### config.mk
export PLATFORM = sky130hd
export DESIGN_NAME = smf_ram
export DESIGN_NICKNAME = d
export VERILOG_FILES = /design/src/hw/rtl/smf_ram.sv
export SDC_FILE = /design/constraint.sdc
export NUM_CORES = 1
export LEC_CHECK = 0
export CAP_MARGIN = 20
export CORE_MARGIN = 1
export CORE_UTILIZATION = 25
export CTS_CLUSTER_DIAMETER = 60
export DETAILED_ROUTE_END_ITERATION = 7
export DONT_BUFFER_PORTS = 1
export PLACE_DENSITY = 0.43
export SYNTH_ARGS = -nofsm -noshare
export SYNTH_HDL_FRONTEND = slang
export SYNTH_SLANG_ARGS = --single-unit
### constraint.sdc
create_clock -name clk -period 3.8 [get_ports clk]
set_input_delay 0.95 -clock clk [delete_from_list [all_inputs] [get_ports clk]]
set_output_delay 0.95 -clock clk [all_outputs]
set_load 0.005 [all_outputs]
### src/hw/rtl/smf_ram.sv
// Generic simple dual-port RAM with registered read.
`timescale 1ns / 1ps
`default_nettype none
module smf_ram #(
	parameter int WIDTH = 8,
	parameter int DEPTH = 16,
	localparam int AW = (DEPTH > 1) ? $clog2(DEPTH) : 1
) (
	input  wire logic             clk,
	input  wire logic             we,
	input  wire logic [AW-1:0]    waddr,
	input  wire logic [WIDTH-1:0] wdata,
	input  wire logic [AW-1:0]    raddr,
	output logic      [WIDTH-1:0] rdata
);

	logic [WIDTH-1:0] mem_q [DEPTH];

	always_ff @(posedge clk) begin
		if (we) begin
			mem_q[waddr] <= wdata;
		end
		rdata <= mem_q[raddr];
	end

endmodule
`default_nettype wire

==> key figures <==
Critical path
  – CP startpoint kind: input port
  – Reg-to-Reg End: rdata[0]
  – WP data required: ~3800 ps
  – Slowest-stage cell, CP: nor2_1
  – Largest delay share family, worst path: simple AND/OR/NAND/NOR gates
  – Critical Path Fanout Max: 8
  – Worst R2R Start: mem_q[1][0]
  – Max incr delay on CP: 650 ps
  – Reg2Reg Depth: 3
  – Crit path buf inv count: 0
  – Critical path class: input port to flip-flop
  – Crit. path cell count: 2
  – Critical Path Sink Type: flip-flop
  – R2R Setup Slk: 2330 ps
  – Cells along the critical path: or3b_2 > nor2_1
  – Data arrival time of the critical path: around 2100 ps

Synthesis
  – Synthesis warning total: 0
  – Sequential-to-total area share from yosys stat: 0.7778
  – Top-count cell post-synth: edfxtp_1
  – Syn nets: 247
  – Syn_area_per_cell: 22.48 sq um
  – Yosys top cell area share: 0.7467
  – Largest cells by area after synthesis: edfxtp_1, mux4_2, mux4_1
  – Count of state elements after synthesis: 136
  – Area leader, netlist: edfxtp_1
  – Number of flops mapped to enable cells by yosys: 128
  – Gate Count Post-Synth: 229
  – Post-synth ARST share: 0
  – Synth cell types: 19
  – Post-synth top cells: edfxtp_1, mux4_2, a22oi_1
  – Top FF cell, synth: edfxtp_1
  – Synthesized cell area: approximately 5000 sq um

Clocking
  – H-tree depth: 4
  – Clock buffer depth: 2
  – Worst-Skew Late Latency: 420 ps
  – # hold bufs at CTS: 0
  – TritonCTS Buffers: 17
  – Clk slew on worst S/H paths: roughly 60 ps
  – Setup bufs post-CTS: 0
  – Clk sink count: 136
  – CTS tree: built
  – Root buf cell: clkbuf_16
  – Cts repair resizes: 0

STA
  – Final Critical Period: 2062 ps
  – Final hold violations: 0
  – Worst Tran Pin Value: 1022 ps
  – Setup TNS: 0 ps
  – Final setup violation count: 0
  – Slew Limit Fails: 0
  – Worst setup margin: 1738 ps
  – Crit share post-route: 0.5426
  – Worst slew margin: 0.3159
  – Fmax achieved: 485.0 MHz
  – Clock Skew: approximately 8 ps
  – RSZ-0062 raised after global routing: false

Cells and area
  – Fillers: 1,922
  – Area grow syn2layout: 17.48%
  – Share of layout cells above drive strength 1: 0.1992
  – Diode count: 0
  – Layout net count: 261
  – Finished Layout Cells: between 500 and 600
  – Final core occ: 0.2989

Floorplanning
  – Row count: 52
  – Core area: 20,230 sq um
  – IO Count: 26
  – Die footprint: between 20,000 and 25,000 sq um
  – Initial Util: 0.2544
  – Die X: 145.5 microns
  – Die Ht: 145.5 microns

Flow run
  – Max-Cap Viols: 0

Global route
  – GR Util All Layers: 0.1118
  – Initial antenna violation count: 0
  – Number of global-route vias before repair: 2,421
  – Remaining Overflow, GRT: 0
  – First-pass GRT wire length: 16.26 mm
  – Largest net degree at the start of global routing: 33

Worst hold path
  – Hold Path Depth: 0
  – HP Class: input port to flip-flop
  – Hold Path Origin: wdata[4]
  – Hold endpoint: mem_q[4][4]

Power
  – Combinational power share: 0.027
  – Pleak: 1.910 nW
  – Sw Share: 0.1890
  – Pwr per Cell Area: 574.9 nW/um^2
  – Clock power frac: 0.487
  – Reg power frac: 0.486
  – Internal power: 2.819 mW
  – Peak supply drop: approximately 0.29 mV
  – Sw Pwr: 657.1 uW

Routing
  – WL/cell: 20.74 microns
  – DR vias: 2,267
  – Final wirelength: 10.91 mm
  – Vias per cell: 4.310
  – Initial drt markers: around 160
  – DRC viols: 0
  – DRT antenna net count: 0
  – DRT Pass-1 Iters: 4

Outcome
  – Outcome: completed

Place
  – Detail Placement HPWL: just under 7 mm
  – Pre-CTS WS: around 1300 ps
  – GPL Wtd Cong: between 0.7 and 0.8
  – Dpl cells: 494
  – PortBufs: 0
[sequential cells by signal, indices dropped and copies added, names as in the netlist]
register / count
mem_q: 128
rdata: 8
[per-layer routing]
metal / vias to the layer above / wire, microns / track usage
li1: 1003 / - / -
met1: 1185 / 4656 / 0.1360
met2: 65 / 5234 / 0.1702
met3: 14 / 833 / 0.05141
met4: 0 / 186 / 0.04895
met5: - / 0 / 0
[power groups by stage]
stage	registers, mW	logic (mW)	clock network, mW
finish	1.69	0.0934	1.69
detailed placement	1.72	0.0939	0
floorplan	1.72	0.0851	0
CTS	1.69	0.0942	1.73
global route	1.69	0.0991	1.79
global placement	1.72	0.0939	0
[cell families (layout without fill, tap and decap cells)]
logic type      count (synthesis)  count (layout)  synth area share
flops                         136             136            0.7778
simple gates                   35              35           0.03184
mux                            32              32            0.1502
compound gates                 16              16           0.02334
buf+inv                        10              37           0.01677
[through the flow]
step / hold WS (ps) / power [mW] / cell area, sq um
floorplan: 629.3 / 1.801 / 5147
global placement: 666.7 / 1.814 / 5436
detailed placement: 668.2 / 1.815 / 5436
CTS: 602.9 / 3.511 / 6047
global route: 599.8 / 3.582 / 6047
finish: 626.5 / 3.476 / 6047
[layout make-up]
| class | instances | area [sq um] | area share |
|---|---|---|---|
| Clock buffer | 19 | 432.9 | 0.07159 |
| Timing Repair Buffer | 5 | 37.54 | 0.006207 |
| Clock inverter | 13 | 177.7 | 0.02938 |
| Multi-Input combinational cell | 83 | 1057 | 0.1748 |
| Sequential cell | 136 | 4004 | 0.6621 |
| Tap cell | 270 | 337.8 | 0.05587 |
[cells in the final DEF (no fill, tap or decap)]
cell and count:
a22oi_1 16, and2_1 1, and2b_1 1, buf_4 5, bufinv_16 4, clkbuf_1 2, clkbuf_16 17, clkinv_1 3
clkinv_2 1, clkinv_4 2, clkinvlp_4 2, dfxtp_1 8, edfxtp_1 128, inv_6 1, mux4_1 14, mux4_2 18
nand2_1 9, nand2b_1 2, nand3_1 1, nand3b_1 2, nor2_1 13, nor2b_1 1, nor3_1 4, or3b_2 1
[worst max path at each step]
stage               slack, ps     endpoint      from
CTS                      1750  mem_q[1][6]  waddr[2]
global route             1690  mem_q[3][0]  waddr[2]
detailed placement       1290  mem_q[1][6]  waddr[2]
finish                   1740  mem_q[3][3]  waddr[2]
floorplan                1360  mem_q[0][0]  waddr[2]
global placement         1340  mem_q[1][7]  waddr[2]
No activity file was read; power rests on OpenSTA's default activity.
